`config.mk`:
```
export PLATFORM = sky130hd
export DESIGN_NAME = dbl_merge
export DESIGN_NICKNAME = d
export VERILOG_FILES = /design/src/rtl/core/dbl_merge.sv
export SDC_FILE = /design/constraint.sdc
export NUM_CORES = 1
export LEC_CHECK = 0
export BUFFER_PORTS_ARGS = -buffer_cell sky130_fd_sc_hd__buf_2
export CAP_MARGIN = 10
export CORE_ASPECT_RATIO = 1.5
export CORE_MARGIN = 8
export CORE_UTILIZATION = 36
export CTS_BUF_LIST = sky130_fd_sc_hd__clkbuf_2
export DETAILED_ROUTE_END_ITERATION = 16
export MAX_ROUTING_LAYER = met4
export PLACE_DENSITY_LB_ADDON = 0.15
export SETUP_SLACK_MARGIN = 0.2
export SLEW_MARGIN = 20
export SYNTH_ARGS = -nofsm -noshare
export SYNTH_HDL_FRONTEND = slang
export SYNTH_SLANG_ARGS = --single-unit
```
`constraint.sdc`:
```
create_clock -name i_clk -period 3.3 [get_ports i_clk]
set_input_delay 0.66 -clock i_clk [delete_from_list [all_inputs] [get_ports i_clk]]
set_output_delay 0.66 -clock i_clk [all_outputs]
set_load 0.01 [all_outputs]
```
`src/rtl/core/dbl_merge.sv`:
```
// Merging stage: collects the held values of the reported lanes into the
// result item and registers the channel-0 value truncated toward zero.
// Depends on no other file; it uses nothing from dbl_pkg.
module dbl_merge #(
    parameter int SAMPLE_WIDTH = 20
) (
    input  logic                           i_clk,
    input  logic                           i_rst_n,
    input  logic                           i_move,
    input  logic                           i_stall,
    input  logic signed [SAMPLE_WIDTH-1:0] i_held_a,
    input  logic signed [SAMPLE_WIDTH-1:0] i_held_b,
    input  logic signed [SAMPLE_WIDTH-1:0] i_next_a,
    output logic                           o_valid,
    output logic signed [SAMPLE_WIDTH-1:0] o_clean_a,
    output logic signed [SAMPLE_WIDTH-1:0] o_clean_b,
    output logic signed [SAMPLE_WIDTH-9:0] o_whole_a
);
    localparam int W = SAMPLE_WIDTH;

    logic                r_valid;
    logic signed [W-9:0] r_whole;
    logic signed [W-9:0] n_whole;

    // Floor division by 256 is the upper bits; negative values with a nonzero
    // fraction step one toward zero.
    always_comb begin
        n_whole = i_next_a[W-1:8];
        if (i_next_a[W-1] && (|i_next_a[7:0])) begin
            n_whole = i_next_a[W-1:8] + (W-8)'(1);
        end
    end

    always_ff @(posedge i_clk) begin
        if (!i_rst_n) begin
            r_valid <= 1'b0;
        end else if (i_move) begin
            r_valid <= 1'b1;
        end else if (!i_stall) begin
            r_valid <= 1'b0;
        end
    end

    always_ff @(posedge i_clk) begin
        if (i_move) begin
            r_whole <= n_whole;
        end
    end

    assign o_valid   = r_valid;
    assign o_clean_a = i_held_a;
    assign o_clean_b = i_held_b;
    assign o_whole_a = r_whole;

endmodule

```
; ---- Yosys cells after proc, flatten, opt, wreduce, memory -nomap -nowiden
; Cells that the tools add are included.
[totals]
ff_bits = 13
out_inout_bits = 53
[classes]
add_sub_neg = 1
n_eq_ne = 1
n_mux = 3
n_reduce_logical = 2
[op_table]
columns = op, n
row1 = "adder 12 x 1 -> 12 bit, second input constant", 1
row2 = 2-to-1 mux 12 bit, 1
row3 = OR reduction 8 bit, 1
row4 = 2-to-1 mux 1 bit, 2
row5 = "!= test 2 bit, second input constant", 1
row6 = logical AND 1 bit, 1

; ---- Longest topological paths before layout
[depth]
ltp_word = 3
mapped_depth = 4
mapped_depth_nobuf = 4

; ---- Worst setup path after synthesis
; No wires, ideal clock.
[synth_timing]
path_kind = input to register
start = in i_next_a[1]
end = reg r_whole[10] (netlist: o_whole_a[10]), data pin
setup_ns = 0.260
arrival_ns = 1.667
t_required_ns = 3.040
setup_slack_ns = 1.373
stages = 4
path_buffers = 0
path_cell_list = or4_4 o2111ai_2 nor2_1 xor2_1
[synth_via]
elab_chain_cells = 3
[synth_rtl]
columns = element, line
row1 = "start, declared", 13  ; input logic signed [SAMPLE_WIDTH-1:0] i_next_a,
row2 = OR reduction 8 bit, 29  ; if (i_next_a[W-1] && (|i_next_a[7:0])) begin
row3 = logical AND 1 bit, 29
row4 = 2-to-1 mux 12 bit, 29
row5 = net n_whole[10], 23  ; logic signed [W-9:0] n_whole;
row6 = "end signal, assigned", 46  ; r_whole <= n_whole;
row7 = "end, declared", 22  ; logic signed [W-9:0] r_whole;
; The timed path passes the listed nets, and every way through them passes these cells.
; A chain may end at the register's enable or synchronous reset.

; ---- Worst setup path in the final report
[layout_timing]
start = in i_next_a[1]
end = reg r_whole[6] (netlist: o_whole_a[6]), data pin
; The elaborated chain is that of the path after synthesis.

==> insert_results.sql <==
INSERT INTO impl_metrics (metric_group, metric, value, unit) VALUES
('run_status', 'run_status', 'finished clean', ''),
('route', 'drt_first_pass_iters', '4', ''),
('timing', 'setup_tns', '0', 'ns'),
('yosys', 'syn_avg_cell_area', '10.3', 'sq um'),
('clock_tree', 'clock_tree.root_cell', 'sky130_fd_sc_hd__clkbuf_2', ''),
('route', 'post_drt_via_cell_ratio', '4.85', ''),
('final_layout', 'area_growth_from_synthesis_to_layout', '-5.58', '%'),
('placement', 'gp_congestion', '0.713', ''),
('worst_setup_path', 'timing.critical_path.buf_inv', '1', ''),
('yosys', 'async_flop_share', '0', ''),
('route', 'drc_errors', '0', ''),
('yosys', 'yosys.area.top_type_share', '0.374', ''),
('clock_tree', 'post_cts_buffers', '0', ''),
('final_layout', 'drive_gt1_frac', '0.468', ''),
('yosys', 'yosysSeqAreaShare', '0.394', ''),
('floorplanning', 'floorplan.die.width', '58.3', 'um'),
('timing', 'worst-slew-pin-transition', '0.281', 'ns'),
('final_layout', 'diodes', '0', ''),
('yosys', 'synth-edff-count', '12', ''),
('timing', 'fmax', '0.538', 'GHz'),
('worst_setup_path', 'crit_required', '3.32', 'ns'),
('worst_setup_path', 'start_kind', 'input port', ''),
('timing', 'count_of_endpoints_failing_setup_in_the_final_report', '0', ''),
('placement', 'dp.final_hpwl', '2.05', 'mm'),
('yosys', 'postSynthCellCount', '94', ''),
('clock_tree', 'hold_buffers', '0', ''),
('worst_setup_path', 'reg2reg_slack', '2.70', 'ns'),
('clock_tree', 'cts_tree', 'yes', ''),
('global_route', 'global_route.usage.total', '0.104', ''),
('yosys', 'synthFlopType', 'sky130_fd_sc_hd__edfxtp_1', ''),
('global_route', 'grt_start_max_net_pins', '14', ''),
('yosys', 'yosys_register_bits', '13', ''),
('worst_setup_path', 'cpPeakStageDelay', '0.57', 'ns'),
('floorplanning', 'core_area', '0.00262', 'sq mm'),
('final_layout', 'layoutNonFillerInstCount', '131', ''),
('final_layout', 'final_common_cell', 'sky130_fd_sc_hd__buf_2', ''),
('timing', 'post-route-period-util', '0.564', ''),
('clock_tree', 'clock_latency_late_sink', '0.26', 'ns'),
('worst_setup_path', 'timing.setup.critical_path_class', 'input port to flip-flop', ''),
('global_route', 'grt_first_pass_wirelength', '3.46', 'mm'),
('global_route', 'antenna_found_initial', '0', ''),
('worst_setup_path', 'worst-path-max-fanout', '4', ''),
('final_layout', 'most-common-layout-cells', 'sky130_fd_sc_hd__buf_2, sky130_fd_sc_hd__edfxtp_1, sky130_fd_sc_hd__xor2_1, sky130_fd_sc_hd__nand2_1, sky130_fd_sc_hd__nor2_1', ''),
('global_route', 'grt_pass1_vias', '666', ''),
('job', 'drv_cap', '0', ''),
('timing', 'hold_viol', '0', ''),
('timing', 'max_slew_margin', '0.813', ''),
('final_layout', 'layout.nets', '160', ''),
('timing', 'report.final.slew_viol_count', '0', ''),
('floorplanning', 'ios', '117', ''),
('pwr', 'ir_worst_vdd', '108', 'uV'),
('worst_setup_path', 'cp_data_arrival_time', '1.88', 'ns'),
('yosys', 'ys_top_cells_by_area', 'sky130_fd_sc_hd__edfxtp_1, sky130_fd_sc_hd__buf_4, sky130_fd_sc_hd__xor2_1', ''),
('clock_tree', 'maximum_number_of_buffers_from_clock_root_to_sink', '2', ''),
('route', 'wl_met1', '621', 'um'),
('worst_setup_path', 'critical_path_slowest_stage_cell', 'sky130_fd_sc_hd__or4_4', ''),
('yosys', 'synth_fp_nets', '159', ''),
('timing', 'grt_setup_unrepaired', 'no', ''),
('clock_tree', 'post_cts.resized_instances', '0', ''),
('placement', 'buffer_ports.inserted', '36', ''),
('clock_tree', 'clock_sink_count', '13', ''),
('worst_setup_path', 'critical-path-top-delay-family', 'simple AND/OR/NAND/NOR gates', ''),
('pwr', 'power.static_leakage', '0.000384', 'uW'),
('pwr', 'design_power_total', '341', 'uW'),
('floorplanning', 'dieHeight', '79.4', 'um'),
('final_layout', 'fillers', '291', ''),
('yosys', 'mappedNetlistArea', '965', 'sq um'),
('route', 'met2_wirelength', '1.02', 'mm'),
('floorplanning', 'initial_utilization', '0.368', ''),
('final_layout', 'area_of_the_multi_input_gates', '284', 'sq um'),
('clock_tree', 'cts_clk_pin_slew_worst_paths', '0.11', 'ns');
## metal layers
layer / vias to the layer above / track usage
met5: - / -
met4: 0 / 0.131
met3: 35 / 0.0806
met2: 56 / 0.141
met1: 261 / 0.0757
li1: 283 / -
## flip-flops by register name, summed over array words and instances, names as in the netlist
register,count
o_whole_a,12
o_valid,1
## worst paths after layout
kind | depth (start not counted) | end | start
worst max-delay path | 5 | o_whole_a[6]$_DFFE_PP_ | i_next_a[1]
worst min register to register | 2 | o_valid$_SDFFE_PN0P_ | o_valid$_SDFFE_PN0P_
worst min-delay path | 2 | o_valid$_SDFFE_PN0P_ | o_valid$_SDFFE_PN0P_
worst max register to register | 2 | o_valid$_SDFFE_PN0P_ | o_valid$_SDFFE_PN0P_
## power breakdown
group	switching [uW]	internal (uW)	leakage [uW]	total, uW
Sequential	2.86	196	0.000126	198
Clock	47.1	32.2	0.0000166	79.3
Combinational	34.9	28.3	0.000242	63.2
## worst reg2reg max path, cell delays in order, from the launching register on
cell                      delay, ns
sky130_fd_sc_hd__dfxtp_1       0.32
sky130_fd_sc_hd__a21oi_1       0.12
sky130_fd_sc_hd__nor2b_1       0.06
## synth_stat cells, drive strengths merged, types with 2 or more instances
cell type,instances
nand4,4
nor2,6
nor3,2
nand3,2
xor2,7
edfxtp,12
nand2,7
xnor2,3
buf,40
or4,2
## final cells by class
class | count | share of cell area
tap | 37 | 0.0508
multi-input combinational | 41 | 0.312
clock buffer | 4 | 0.0220
sequential | 13 | 0.418
timing repair buffer | 36 | 0.198
## kinds of logic (layout without fill, tap and decap cells)
kind of cell / count (synthesis) / after routing / share of synthesized area
AOI/OAI and AO/OA: 5 / 5 / 0.0545
xor gates and xnor gates: 10 / 10 / 0.0908
adders and majority gates: 1 / 1 / 0.0130
buffers and inverters: 40 / 40 / 0.311
DFF: 13 / 13 / 0.394
and+or+nand+nor: 25 / 25 / 0.136
## stage by stage
stage	cell area (sq um)	hold WS, ns	setup WS [ns]
after floorplan	965	0.535	1.37
after global placement	891	0.488	1.17
after detailed placement	891	0.511	1.14
after CTS	911	0.545	1.45
after global routing	911	0.582	1.42
final	911	0.534	1.44
Note: power is estimated with default switching activity, not from simulation.
