## config.mk

```make
export PLATFORM = sky130hd
export DESIGN_NAME = dbl_hold
export DESIGN_NICKNAME = d
export VERILOG_FILES = /design/src/rtl/core/dbl_pkg.sv /design/src/rtl/core/dbl_hold.sv
export SDC_FILE = /design/constraint.sdc
export NUM_CORES = 1
export LEC_CHECK = 0
export BUFFER_PORTS_ARGS = -buffer_cell sky130_fd_sc_hd__buf_4
export CAP_MARGIN = 0
export CORE_MARGIN = 10
export CORE_UTILIZATION = 56
export DETAILED_ROUTE_END_ITERATION = 10
export GPL_TIMING_DRIVEN = 0
export PLACE_DENSITY = 0.83
export SYNTH_ARGS = -nofsm -noshare
export SYNTH_HDL_FRONTEND = slang
export SYNTH_SLANG_ARGS = --single-unit
```

## constraint.sdc

```tcl
create_clock -name i_clk -period 6.9 [get_ports i_clk]
set_input_delay 0.345 -clock i_clk [delete_from_list [all_inputs] [get_ports i_clk]]
set_output_delay 0.345 -clock i_clk [all_outputs]
set_load 0.01 [all_outputs]
```

## src/rtl/core/dbl_pkg.sv

```systemverilog
// Shared types and constants for the dual biquad lowpass with deadzone hold.
// Holds the register map, coefficient format and the coefficient bundle type.
// Depends on nothing; every other file of the block but dbl_merge refers to it by scoped names.
package dbl_pkg;

    localparam int CFG_ADDR_W = 2;
    localparam int CFG_DATA_W = 16;
    localparam int COEF_W     = 15;
    localparam int BAND_W     = 16;
    localparam int FRAC_W     = 14;

    localparam logic [CFG_ADDR_W-1:0] CFG_FEEDBACK_ONE     = 2'd0;
    localparam logic [CFG_ADDR_W-1:0] CFG_FEEDBACK_TWO     = 2'd1;
    localparam logic [CFG_ADDR_W-1:0] CFG_FEEDFORWARD_GAIN = 2'd2;
    localparam logic [CFG_ADDR_W-1:0] CFG_DEAD_BAND        = 2'd3;

    localparam logic [COEF_W-1:0] RST_FEEDBACK_ONE     = 15'd6054;
    localparam logic [COEF_W-1:0] RST_FEEDBACK_TWO     = 15'd3208;
    localparam logic [COEF_W-1:0] RST_FEEDFORWARD_GAIN = 15'd3384;
    localparam logic [BAND_W-1:0] RST_DEAD_BAND        = 16'd192;

    typedef struct packed {
        logic [COEF_W-1:0] feedback_one;
        logic [COEF_W-1:0] feedback_two;
        logic [COEF_W-1:0] feedforward_gain;
    } t_coefs;

endpackage

```

## src/rtl/core/dbl_hold.sv

```systemverilog
// One lane of the deadzone hold: keeps the last passed value and replaces it
// only when the new filter output moves by more than the dead band.
// Depends on dbl_pkg for the dead band width.
module dbl_hold #(
    parameter int SAMPLE_WIDTH = 20
) (
    input  logic                           i_clk,
    input  logic                           i_rst_n,
    input  logic                           i_en,
    input  logic signed [SAMPLE_WIDTH-1:0] i_y,
    input  logic [dbl_pkg::BAND_W-1:0]     i_band,
    output logic signed [SAMPLE_WIDTH-1:0] o_held,
    output logic signed [SAMPLE_WIDTH-1:0] o_next
);
    localparam int W  = SAMPLE_WIDTH;
    localparam int CW = W + 1 + dbl_pkg::BAND_W;

    logic signed [W-1:0] r_held;
    logic signed [W:0]   diff;
    logic [W:0]          mag;
    logic                pass;

    assign diff = $signed({i_y[W-1], i_y}) - $signed({r_held[W-1], r_held});
    assign mag  = diff[W] ? $unsigned(-diff) : $unsigned(diff);
    assign pass = {{dbl_pkg::BAND_W{1'b0}}, mag} > {{(CW-dbl_pkg::BAND_W){1'b0}}, i_band};

    assign o_next = pass ? i_y : r_held;
    assign o_held = r_held;

    always_ff @(posedge i_clk) begin
        if (!i_rst_n) begin
            r_held <= '0;
        end else if (i_en) begin
            r_held <= o_next;
        end
    end

endmodule

```

* Word-level counts from Yosys, hierarchy flattened
Index checks and enable logic that the tools add are counted.
** Word-level totals
- Output and inout bits :: 40
- Word-level logic and storage cells :: 6
- Input port bits :: 39
- Register bits :: 20
** Operators by class
- Add/sub/neg operators :: 2
- Magnitude comparators :: 1
- Mux-type cells :: 2
** Operator list (number)
- greater-than comparator 21 x 16 -> 1 bit :: 1
- 2-to-1 mux 21 bit :: 1
- negation 21 bit :: 1
- subtractor 20 x 20 -> 21 bit :: 1
- 2-to-1 mux 20 bit :: 1

* Longest topological paths before layout
- Depth after elaboration :: 5
- Depth in mapped cells :: 26

* Worst setup path before layout
OpenSTA, ideal clock, no wires.
- Path kind :: flip-flop to output port
- Start :: reg r_held[3], in the netlist o_held[3]
- End :: out o_next[10]
- Data arrival time :: 5071 ps
- Path slack :: 1484 ps
- Cell stages (with the launch flop) :: 26
- Path buffers :: 4
- Required time :: 6555 ps
- Cells stage by stage :: dfxtp_1 -> inv_1 -> ha_1 -> buf_2 -> o211ai_1 -> a21oi_2 -> o21a_1 -> a21o_1 -> a2111oi_0 -> or2_2 -> clkbuf_1 -> clkbuf_1 -> o21ai_0 -> ha_1 -> nor2b_1 -> o21a_1 -> o21a_1 -> o21a_1 -> o21ai_0 -> a311oi_1 -> o21a_1 -> a31o_2 -> a21oi_1 -> nand4_2 -> buf_6 -> mux2_4
** Between the ends
- Longest elaborated chain between the ends :: 5
** Ends and longest elaborated chain
- from (decl) :: RTL line dbl_hold.sv:18 : logic signed [W-1:0] r_held;
- from (signal assigned) :: RTL line dbl_hold.sv:34 : r_held <= o_next;
- subtractor 20 x 20 -> 21 bit * :: RTL line dbl_hold.sv:23 : assign diff = $signed({i_y[W-1], i_y}) - $signed({r_held[W-1], r_held});
- negation 21 bit :: RTL line dbl_hold.sv:24 : assign mag = diff[W] ? $unsigned(-diff) : $unsigned(diff);
- 2-to-1 mux 21 bit * :: RTL line dbl_hold.sv:24
- greater-than comparator 21 x 16 -> 1 bit * :: RTL line dbl_hold.sv:25 : assign pass = {{dbl_pkg::BAND_W{1'b0}}, mag} > {{(CW-dbl_pkg::BAND_W){1'b0}}, i_band};
- 2-to-1 mux 20 bit * :: RTL line dbl_hold.sv:27 : assign o_next = pass ? i_y : r_held;
- to (decl) :: RTL line dbl_hold.sv:13 : output logic signed [SAMPLE_WIDTH-1:0] o_next
Mark *: on every way between the ends. The rest lies on a longest branch, timed or not.

* Worst setup path in the final report
- Start :: reg r_held[3], in the netlist o_held[3]
- End :: out o_next[6]
The elaborated chain is that of the path after synthesis.

==> results.cfg <==
[setup_path]
crit_path_end_kind = output port
worstSetupStartpoint = o_held[3]
crit_slowest_cell = a2111oi_1
criticalPathCategory = flop to output port
cp.buffers_inverters = 6
reg2reg_depth = 26
cp_slowest_stage_delay_ns = 0.45
critPathTopFamily = compound AO/OA/AOI/OAI gates
crit_top_cell = o21a_1
worst-r2r-setup-slack_ns = 1.36
worstPathArrival_ns = 5.99
rr_startpoint = o_held[3]
startpoint_type = flop
crit_fanout = 10
cp.required_ns = 6.55
r2r-end = o_held[17]

[detailed_routing]
dr.pass1.iters = 4
vias = 3288
wl_um = 8890
drtAntennaViolNets = 0
vias_per_cell = 5.74
drc = 0
avgRoutedWirePerCell_um = 15.5
drtIter0Drc = 285

[yosys]
yosysTopAreaCell = ha_1
ys_ff_latch = 20
netlist_area_mm2 = 0.00329
ys.flop_type = dfxtp_1
ys_seq_area_frac = 0.122
synthCells = 421
async_flop_share = 0
synth.area.top_cells = ha_1, dfxtp_1, mux2_4
yosysTopAreaCellShare = 0.141
ys_types = 63
avgSynthCellArea_um2 = 7.80
yosysWarningCount = 0
synth-edff-count = 0
syn_nets = 498

[clock_network]
clock_path_buffers = 2
clock-sinks = 20
cts_tree = yes
post-cts-setup-buffer-count = 0
htree_levels = 1
root_buffer = clkbuf_8
cts.clk_slew.worst_paths_ns = 0.08
worstSkewPairLatency_ns = 0.26
numCtsBuffers = 3

[grt]
grt_max_degree = 11
grt_pass1_wl_um = 14800
grt_use_total = 0.190
grt_overflow_total = 0
first_global_vias = 3290
antenna_found_initial = 0

[sta]
finalHoldViolCount = 0
period_needed_ns = 6.33
rsz0062_at_grt = no
fmax_mhz = 158
fin_crit_sh = 0.917
drv_slew = 0
setup_tns_ns = 0
finalSetupViolCount = 0
skew_ns = 0.00487
slew_headroom = 0.566
worst_pin_slew_ns = 0.647

[cells_and_area]
instances_no_fill = 573
fillCellCount = 483
syn2layout_area_growth_pct = 21.7
drive_gt1_frac = 0.250
largest_reg_flops = 20
num_antenna_cells = 0
nNetsFinal = 580

[power]
ir_drop_mv = 0.112
finalPower_mw = 0.750
power_density_mw_per_mm2 = 188
leakagePower_nw = 1.94

[floorplanning]
die-area_mm2 = 0.00933
row_count = 27
core_mm2 = 0.00561
io_pins = 79
start_util = 0.586
die_h_um = 96.6
die_w_um = 96.6

[status]
status = complete, no violations

[min_path]
hp-start = i_y[12]
hold_class = primary input to flop
min_path_cells = 3
min_to = o_held[12]

[place]
hpwlAfterDp_um = 7460
routabilityCongestion = 0.920
port_buffers = 77
place_inst = 570

[flow_run]
maxCapViolations = 0
-- where the power goes --
group	internal [mW]	leakage, nW	switching, mW	total, mW
Clock	0.0390	0.0216	0.0424	0.0814
Combinational	0.249	1.75	0.283	0.532
Sequential	0.126	0.165	0.0107	0.136
Total	0.413	1.94	0.336	0.750
-- cell usage in the layout (no fill, tap or decap), types with 5 or more instances in the layout --
cell	count
xor2_1	9
ha_1	37
a21oi_1	19
buf_6	5
nand3_1	6
inv_1	44
nor2_1	23
mux2_4	20
mux2i_1	22
a21o_1	5
dfxtp_1	20
o21ai_0	17
o21a_1	10
xnor2_1	20
clkbuf_1	6
o31ai_1	5
a31oi_1	5
nand2_1	68
buf_4	77
-- area by class of cell --
cell class,count,area (µm²),share of cell area
multi-input cells,342,2620,0.656
well taps,72,90.1,0.0225
inverters,44,165,0.0413
flip-flops and latches,20,400,0.100
clock buffers,3,41.3,0.0103
repair buffers,77,578,0.145
plain buffers,15,98.8,0.0247
-- logic make-up (layout without fill, tap and decap cells) --
group / after synthesis / count (layout) / share of synthesized area
AO/OA/AOI/OAI: 100 / 100 / 0.222
XOR/XNOR: 29 / 29 / 0.0773
adder cells (fa/ha/maj): 38 / 38 / 0.147
buffers and inverters: 59 / 139 / 0.0800
flip-flops: 20 / 20 / 0.122
multiplexers: 43 / 43 / 0.162
AND/OR/NAND/NOR: 132 / 132 / 0.190
-- synth_stat cells (3+ instances only) --
cell / n
or2_2: 3
mux2i_1: 22
inv_1: 44
nor2_1: 23
buf_6: 5
o21a_1: 10
xnor2_1: 20
o2111ai_1: 3
nor2b_1: 4
o21ai_0: 17
mux2_4: 20
nor3_1: 3
o22ai_1: 4
and2_1: 3
a31oi_1: 5
a211oi_1: 4
ha_1: 37
nand3_1: 6
dfxtp_1: 20
xor2_1: 9
clkbuf_1: 7
o31ai_1: 5
a21boi_0: 3
a211o_1: 3
a21o_1: 5
or3_1: 4
a21oi_1: 19
nand2_1: 68
-- per-layer routing --
metal  share of wire  GRT usage  vias to the layer above
li1                -          -                     1652
met2            0.46      0.323                      101
met5               0          0                        -
met3           0.064     0.0370                        7
met1            0.46      0.243                     1528
met4           0.011     0.0412                        0
-- worst register-to-register path, delay by kind of cell, from the launching register on --
kind / cells / cell delay (ns)
buf+inv: 5 / 0.94
flops: 1 / 0.39
fa+ha+maj: 2 / 0.53
mux: 1 / 0.13
simple gates: 3 / 0.39
compound gates: 15 / 3.06
-- repair_timing --
action                     in CTS  in global routing
hold buffers                    0                  0
setup endpoints to repair       0                 20
resized for setup               0                  3
-- per-stage QoR --
stage	worst slack [ns]	cell area (µm²)	hold WS (ns)	util
2_1_floorplan	1.48	3290	0.487	-
3_3_place_gp	0.711	3950	0.472	0.705
3_5_place_dp	0.603	3950	0.489	0.705
4_1_cts	0.369	4000	0.350	0.712
5_1_grt	0.0458	4000	0.354	0.713
6_report	0.569	4000	0.349	0.713
-- worst max path at each step --
stage | to | cells past startpoint
final | o_next[6] | 27
after global routing | o_next[10] | 27
after CTS | o_next[6] | 26
after detailed placement | o_next[6] | 26
after global placement | o_next[6] | 27
after floorplan | o_next[10] | 25
Power figures use the tool's default switching activity.
