<file path="src/rtl/core/dbl_pkg.sv">
// Shared types and constants for the dual biquad lowpass with deadzone hold.
// Holds the register map, coefficient format and the coefficient bundle type.
// Depends on nothing; every other file of the block but dbl_merge refers to it by scoped names.
package dbl_pkg;

    localparam int CFG_ADDR_W = 2;
    localparam int CFG_DATA_W = 16;
    localparam int COEF_W     = 15;
    localparam int BAND_W     = 16;
    localparam int FRAC_W     = 14;

    localparam logic [CFG_ADDR_W-1:0] CFG_FEEDBACK_ONE     = 2'd0;
    localparam logic [CFG_ADDR_W-1:0] CFG_FEEDBACK_TWO     = 2'd1;
    localparam logic [CFG_ADDR_W-1:0] CFG_FEEDFORWARD_GAIN = 2'd2;
    localparam logic [CFG_ADDR_W-1:0] CFG_DEAD_BAND        = 2'd3;

    localparam logic [COEF_W-1:0] RST_FEEDBACK_ONE     = 15'd6054;
    localparam logic [COEF_W-1:0] RST_FEEDBACK_TWO     = 15'd3208;
    localparam logic [COEF_W-1:0] RST_FEEDFORWARD_GAIN = 15'd3384;
    localparam logic [BAND_W-1:0] RST_DEAD_BAND        = 16'd192;

    typedef struct packed {
        logic [COEF_W-1:0] feedback_one;
        logic [COEF_W-1:0] feedback_two;
        logic [COEF_W-1:0] feedforward_gain;
    } t_coefs;

endpackage

</file>
<file path="src/rtl/core/dbl_filter.sv">
// One lane of the second-order lowpass: input and output history plus the
// combinational multiply-accumulate, floor shift and saturation.
// Depends on dbl_pkg for the coefficient bundle and the fraction width.
module dbl_filter #(
    parameter int SAMPLE_WIDTH = 20
) (
    input  logic                           i_clk,
    input  logic                           i_rst_n,
    input  logic                           i_en,
    input  logic signed [SAMPLE_WIDTH-1:0] i_x,
    input  dbl_pkg::t_coefs                i_coefs,
    output logic signed [SAMPLE_WIDTH-1:0] o_y
);
    localparam int W  = SAMPLE_WIDTH;
    localparam int AW = W + 19;
    localparam int SW = AW - dbl_pkg::FRAC_W;

    logic signed [W-1:0]  r_x1, r_x2, r_y1, r_y2;
    logic signed [W+1:0]  sum_x;
    logic signed [15:0]   c_fb1, c_fb2, c_ff;
    logic signed [W+15:0] p_fb1, p_fb2;
    logic signed [W+17:0] p_ff;
    logic signed [AW-1:0] acc;
    logic signed [SW-1:0] shifted;
    logic                 ovf;
    logic signed [W-1:0]  n_y;

    assign c_fb1 = $signed({1'b0, i_coefs.feedback_one});
    assign c_fb2 = $signed({1'b0, i_coefs.feedback_two});
    assign c_ff  = $signed({1'b0, i_coefs.feedforward_gain});

    assign sum_x = $signed({{2{i_x[W-1]}}, i_x})
                 + $signed({r_x1[W-1], r_x1, 1'b0})
                 + $signed({{2{r_x2[W-1]}}, r_x2});

    assign p_fb1 = c_fb1 * r_y1;
    assign p_fb2 = c_fb2 * r_y2;
    assign p_ff  = c_ff * sum_x;

    assign acc = $signed({{3{p_fb1[W+15]}}, p_fb1})
               - $signed({{3{p_fb2[W+15]}}, p_fb2})
               + $signed({p_ff[W+17], p_ff});

    assign shifted = acc[AW-1:dbl_pkg::FRAC_W];
    assign ovf     = (|shifted[SW-1:W-1]) && !(&shifted[SW-1:W-1]);

    always_comb begin
        if (ovf) begin
            n_y = shifted[SW-1] ? $signed({1'b1, {(W-1){1'b0}}})
                                : $signed({1'b0, {(W-1){1'b1}}});
        end else begin
            n_y = shifted[W-1:0];
        end
    end

    always_ff @(posedge i_clk) begin
        if (!i_rst_n) begin
            r_x1 <= '0;
            r_x2 <= '0;
            r_y1 <= '0;
            r_y2 <= '0;
        end else if (i_en) begin
            r_x1 <= i_x;
            r_x2 <= r_x1;
            r_y1 <= n_y;
            r_y2 <= r_y1;
        end
    end

    assign o_y = r_y1;

endmodule

</file>
<file path="config.mk">
export PLATFORM = sky130hd
export DESIGN_NAME = dbl_filter
export DESIGN_NICKNAME = d
export VERILOG_FILES = /design/src/rtl/core/dbl_pkg.sv /design/src/rtl/core/dbl_filter.sv
export SDC_FILE = /design/constraint.sdc
export NUM_CORES = 2
export LEC_CHECK = 0
export ABC_AREA = 1
export BUFFER_PORTS_ARGS = -buffer_cell sky130_fd_sc_hd__buf_2
export CAP_MARGIN = 20
export CORE_MARGIN = 1.5
export CORE_UTILIZATION = 29
export DETAILED_ROUTE_END_ITERATION = 16
export PLACE_DENSITY = 0.42
export SYNTH_ARGS = -nofsm -noshare
export SYNTH_HDL_FRONTEND = slang
export SYNTH_SLANG_ARGS = --single-unit
export TNS_END_PERCENT = 10
</file>
<file path="constraint.sdc">
create_clock -name i_clk -period 13.8 [get_ports i_clk]
set_input_delay 1.38 -clock i_clk [delete_from_list [all_inputs] [get_ports i_clk]]
set_output_delay 1.38 -clock i_clk [all_outputs]
set_load 0.02 [all_outputs]
</file>
After elaboration in Yosys (flattened, before gate mapping)
Index checks and enable logic that the tools add are counted.
{ "totals": {"elab_cells": 17, "out_inout_bits": 20, "mem_bits_ro": 0, "in_bits": 68, "ff_bits": 80, "ramBits": 0, "mem_count": 0, "latchBits": 0} }
{ "op_classes": {"eq_ne": 0, "mul": 3, "n_bitwise": 0, "mux": 2, "reduce_logical": 4, "addsub": 4, "magnitude_cmp": 0, "n_shift": 0, "div_mod_pow": 0} }
{ "ops": {"columns": ["cell", "count"], "rows": [
  ["16-bit by 20-bit multiplier with 36-bit output", 2],
  ["20-bit two-way mux", 2],
  ["37-bit by 38-bit adder with 39-bit output", 1],
  ["16-bit by 22-bit multiplier with 38-bit output", 1],
  ["36-bit by 36-bit subtractor with 37-bit output", 1],
  ["20-bit by 21-bit adder with 22-bit output", 1],
  ["22-bit by 20-bit adder with 22-bit output", 1],
  ["6-bit AND reduction", 1],
  ["6-bit OR reduction", 1],
  ["1-bit logical AND", 1],
  ["1-bit zero test", 1]
]} }

Longest topological paths before layout
{ "depth": {"word_depth": 8, "mapped_depth": 51, "mapped_depth_nobuf": 50} }

Worst setup path before layout
OpenSTA, ideal clock, no wires.
{ "synth_timing": {"kind": "input -> register", "from": "input i_x[1]", "to": "register r_y1[0] (netlist: o_y[0])", "required_ns": 13.678, "n_path_buf": 1, "setup_ns": 0.122, "arrival_ns": 10.446, "path_slack_ns": 3.232, "path_stages": 47, "path_cell_list": "fa_1 > ha_1 > fa_1 > nand3_1 > nand2_1 > a21oi_1 > o21bai_2 > nand3_1 > nand2_1 > nand3_1 > nand2_1 > nand3_1 > nand2_1 > xor2_1 > nand2_1 > fa_1 > inv_1 > fa_1 > [11 not listed] > fa_1 > inv_1 > fa_1 > inv_1 > ha_1 > a21oi_1 > o21ai_1 > a21oi_1 > nor2_1 > nor2_1 > nand2_1 > nand2_1 > nand2_1 > nor2_2 > nand3_2 > a21oi_4 > buf_8 > a21oi_2"} }
{ "synth_between": {"elab_chain_cells": 8, "elab_cells_between_ends": 10, "cone_classes": "add/sub: 3; mul: 1; mux: 2; reduce/logical: 4"} }
{ "synth_lines": {"columns": ["item", "line_no", "source"], "rows": [
  ["start: declaration", "dbl_filter.sv:10", "input logic signed [SAMPLE_WIDTH-1:0] i_x,"],
  ["20-bit by 21-bit adder with 22-bit output (*)", "dbl_filter.sv:33", "+ $signed({r_x1[W-1], r_x1, 1'b0})"],
  ["22-bit by 20-bit adder with 22-bit output (*)", "dbl_filter.sv:34", "+ $signed({{2{r_x2[W-1]}}, r_x2});"],
  ["16-bit by 22-bit multiplier with 38-bit output (*)", "dbl_filter.sv:38", "assign p_ff = c_ff * sum_x;"],
  ["37-bit by 38-bit adder with 39-bit output (*)", "dbl_filter.sv:42", "+ $signed({p_ff[W+17], p_ff});"],
  ["6-bit AND reduction", "dbl_filter.sv:45", "assign ovf = (|shifted[SW-1:W-1]) && !(&shifted[SW-1:W-1]);"],
  ["1-bit zero test", "dbl_filter.sv:45", null],
  ["1-bit logical AND", "dbl_filter.sv:45", null],
  ["20-bit two-way mux (*)", "dbl_filter.sv:48", "if (ovf) begin"],
  ["end signal: assignment", "dbl_filter.sv:65", "r_y1 <= n_y;"],
  ["end: declaration", "dbl_filter.sv:18", "logic signed [W-1:0] r_x1, r_x2, r_y1, r_y2;"]
]} }
Every way passes the cells marked *; elsewhere a longest branch is shown, timed or not.
A chain may end at the register's enable or synchronous reset.

Final worst setup path
{ "layout_timing": {"from": "input i_x[9]", "to": "register r_y1[16] (netlist: o_y[16])"} }
The elaborated chain is that of the path after synthesis.

==> flow_summary.json <==
{
  "run_status": "finished, final reports clean",
  "grt_pass1_vias": 30800,
  "hold_violations": 0,
  "cts_resized": 0,
  "worst_path_most_repeated_cell": "fa_1",
  "hold_ws_ns": 0.524,
  "antenna_found_initial": 8,
  "grt_overflow": 0,
  "synth_top_area_share_pct": 54.7,
  "crit_path_max_fanout": 18,
  "nFillCells": 14500,
  "drc": 0,
  "wl_met3_um": 5200,
  "regArea_um2": 1600,
  "synth_common_cells": "inv_1 (1494), fa_1 (1080), nand2_1 (943)",
  "synthesis.nets": 6084,
  "clk_pin_slew_worst_paths_ns": 0.08,
  "vias": 27800,
  "routabilityCongestion": 0.886,
  "synth-edff-count": 0,
  "wl_met1_um": 62300,
  "final-setup-viol-count": 0,
  "fin_util_pct": 31.1,
  "max_stage_delay_ns": 0.64,
  "avgSynthCellArea_um2": 8.38,
  "required_ns": 14.04,
  "io_buffers": 87,
  "tightest_slew_ns": 1.15,
  "fin_setup_tns_ns": 0,
  "synth-main-ff-cell": "dfxtp_1",
  "endpoint_kind": "flop",
  "grt_max_degree": 81,
  "totalWireLength_um": 122000,
  "insertion_delay_ns": 0.38,
  "slew_violations": 0,
  "grt_pass1_wl_um": 193000,
  "min_period_ns": 12.33,
  "synth_warnings": 0,
  "arrival_ns": 12.57,
  "max-cap-violations": 0,
  "routed_via_density": 4.32,
  "rsz0062_at_grt": "no",
  "cts_root_buffer": "clkbuf_16",
  "drt-pass1-iter-count": 5,
  "yosys.cell_count.top_type": "inv_1",
  "synthArstFlopShare_pct": 0,
  "finish.net_count": 6031,
  "ctsHoldBuffers": 0,
  "dieArea_um2": 138000,
  "numClockSinks": 80,
  "cts_made_buffers": 9,
  "rows": 135,
  "dp_hpwl_um": 109000,
  "yosys_register_bits": 80,
  "grt_usage_pct": 18.6,
  "min_path_type": "flop to flop",
  "areaGrowthSynthToFinish_pct": 6.42,
  "cts_setup_buffers": 0,
  "wl_per_cell_um": 18.9,
  "path_class": "input port to flop",
  "die_h_um": 372,
  "top_level_ports": 88,
  "dieWidth_um": 372,
  "synth-seq-area-share_pct": 4.05,
  "drtIter0Drc": 1629,
  "synth_top_cell_by_area": "fa_1",
  "cts_buffer_depth": 2,
  "h-tree-depth": 3,
  "multiInputGateArea_um2": 31500,
  "drtAntennaViolNets": 0,
  "synthesis.area_um2": 39500,
  "fmax_mhz": 81.1,
  "initial_core_util_pct": 29.2,
  "final_layout_size_suffix_gt1_share_pct": 4.86,
  "critPathLaunchType": "input port",
  "ys_top_cells_by_area": "fa_1 (55%), inv_1 (14%), nand2_1 (9.0%), ha_1 (7.0%), dfxtp_1 (4.1%)",
  "dr.max_layer_used": "met5",
  "synthesis.instances": 4716,
  "wl_met2_um": 53300,
  "cpMaxStageDelayCell": "nor4_1",
  "slew_headroom_pct": 23.4,
  "cts_tree": "done",
  "post-route-period-util_pct": 89.3,
  "skew_ns": 0.00803,
  "ys_types": 47,
  "core_um2": 135000
}
[routing by layer]
metal / GRT usage, % / vias up
li1: - / 12900
met1: 28.8 / 14300
met2: 28.7 / 509
met3: 1.60 / 57
met4: 2.11 / 6
met5: 0 / -
[worst paths after layout]
check             slack [ns]    start  endpoint  cells after the start
setup / recovery        1.47   i_x[9]   o_y[16]                     39
hold / removal          0.52  r_x2[0]   r_x2[0]                      2
setup reg to reg        2.25  r_x1[7]   o_y[16]                     38
hold reg to reg         0.52  r_x2[0]   r_x2[0]                      2
[metrics by stage]
step           setup WS [ns]  cell area, um^2  instances
5_1_grt                 1.08            42000       6449
4_1_cts                 1.54            42000       6449
3_3_place_gp            1.12            41700       6431
2_1_floorplan           3.23            39500       4716
6_report                1.47            42000       6450
3_5_place_dp            1.17            41700       6433
[registers in the layout, summed over array words and instances (netlist names)]
register and count:
r_x1 20, o_y 20, r_x2 20, r_y2 20
[layout by cell type (no fill, tap or decap), types with 2 or more instances in the layout]
cell type / n
nor4_2: 2
inv_8: 3
nand3_1: 49
clkinv_1: 5
fa_1: 1080
nor2_2: 5
ha_1: 220
nand2_2: 24
buf_2: 87
a21o_1: 6
o31ai_1: 4
xor2_1: 28
inv_2: 8
o21bai_1: 8
nor4_1: 4
nor2_1: 296
buf_16: 2
nand4_1: 5
a31oi_1: 2
clkbuf_16: 9
o21a_1: 2
nand2_1: 943
xnor2_1: 15
a21oi_4: 2
nand2_4: 2
o21ai_0: 101
a21oi_1: 78
nor3_1: 10
dfxtp_1: 80
a21oi_2: 10
nand3b_1: 2
or2_2: 25
o21ai_1: 3
nand3_2: 6
buf_4: 34
inv_1: 1494
[critical path: cells and delay by family]
kind                     cells  cell delay [ns]
AO/OA/AOI/OAI                4             1.18
adder cells (fa/ha/maj)     12             5.79
buffers and inverters       10             1.01
AND/OR/NAND/NOR             13             3.13
[area by class of cell]
class | instances | share of cell area [%]
Clock buffer | 9 | 0.536
Timing Repair Buffer | 123 | 1.77
Multi-Input combinational cell | 2942 | 74.9
Antenna cell | 1 | 0.00595
Inverter | 1507 | 13.5
Clock inverter | 7 | 0.179
Tap cell | 1781 | 5.30
Sequential cell | 80 | 3.81
[cells by family (layout without fill, tap and decap cells)]
family	Yosys count	count (layout)	synth area share (%)
buffers and inverters	1694	1646	16.2
and+or+nand+nor	1377	1377	13.9
adders and majority gates	1300	1300	61.7
AOI/OAI and AO/OA	222	222	3.16
DFF	80	80	4.05
xor gates and xnor gates	43	43	0.953
other	0	1	0
Power is not shown: default switching activity piles up to over one toggle a cycle in this logic, so the estimate is an artifact.
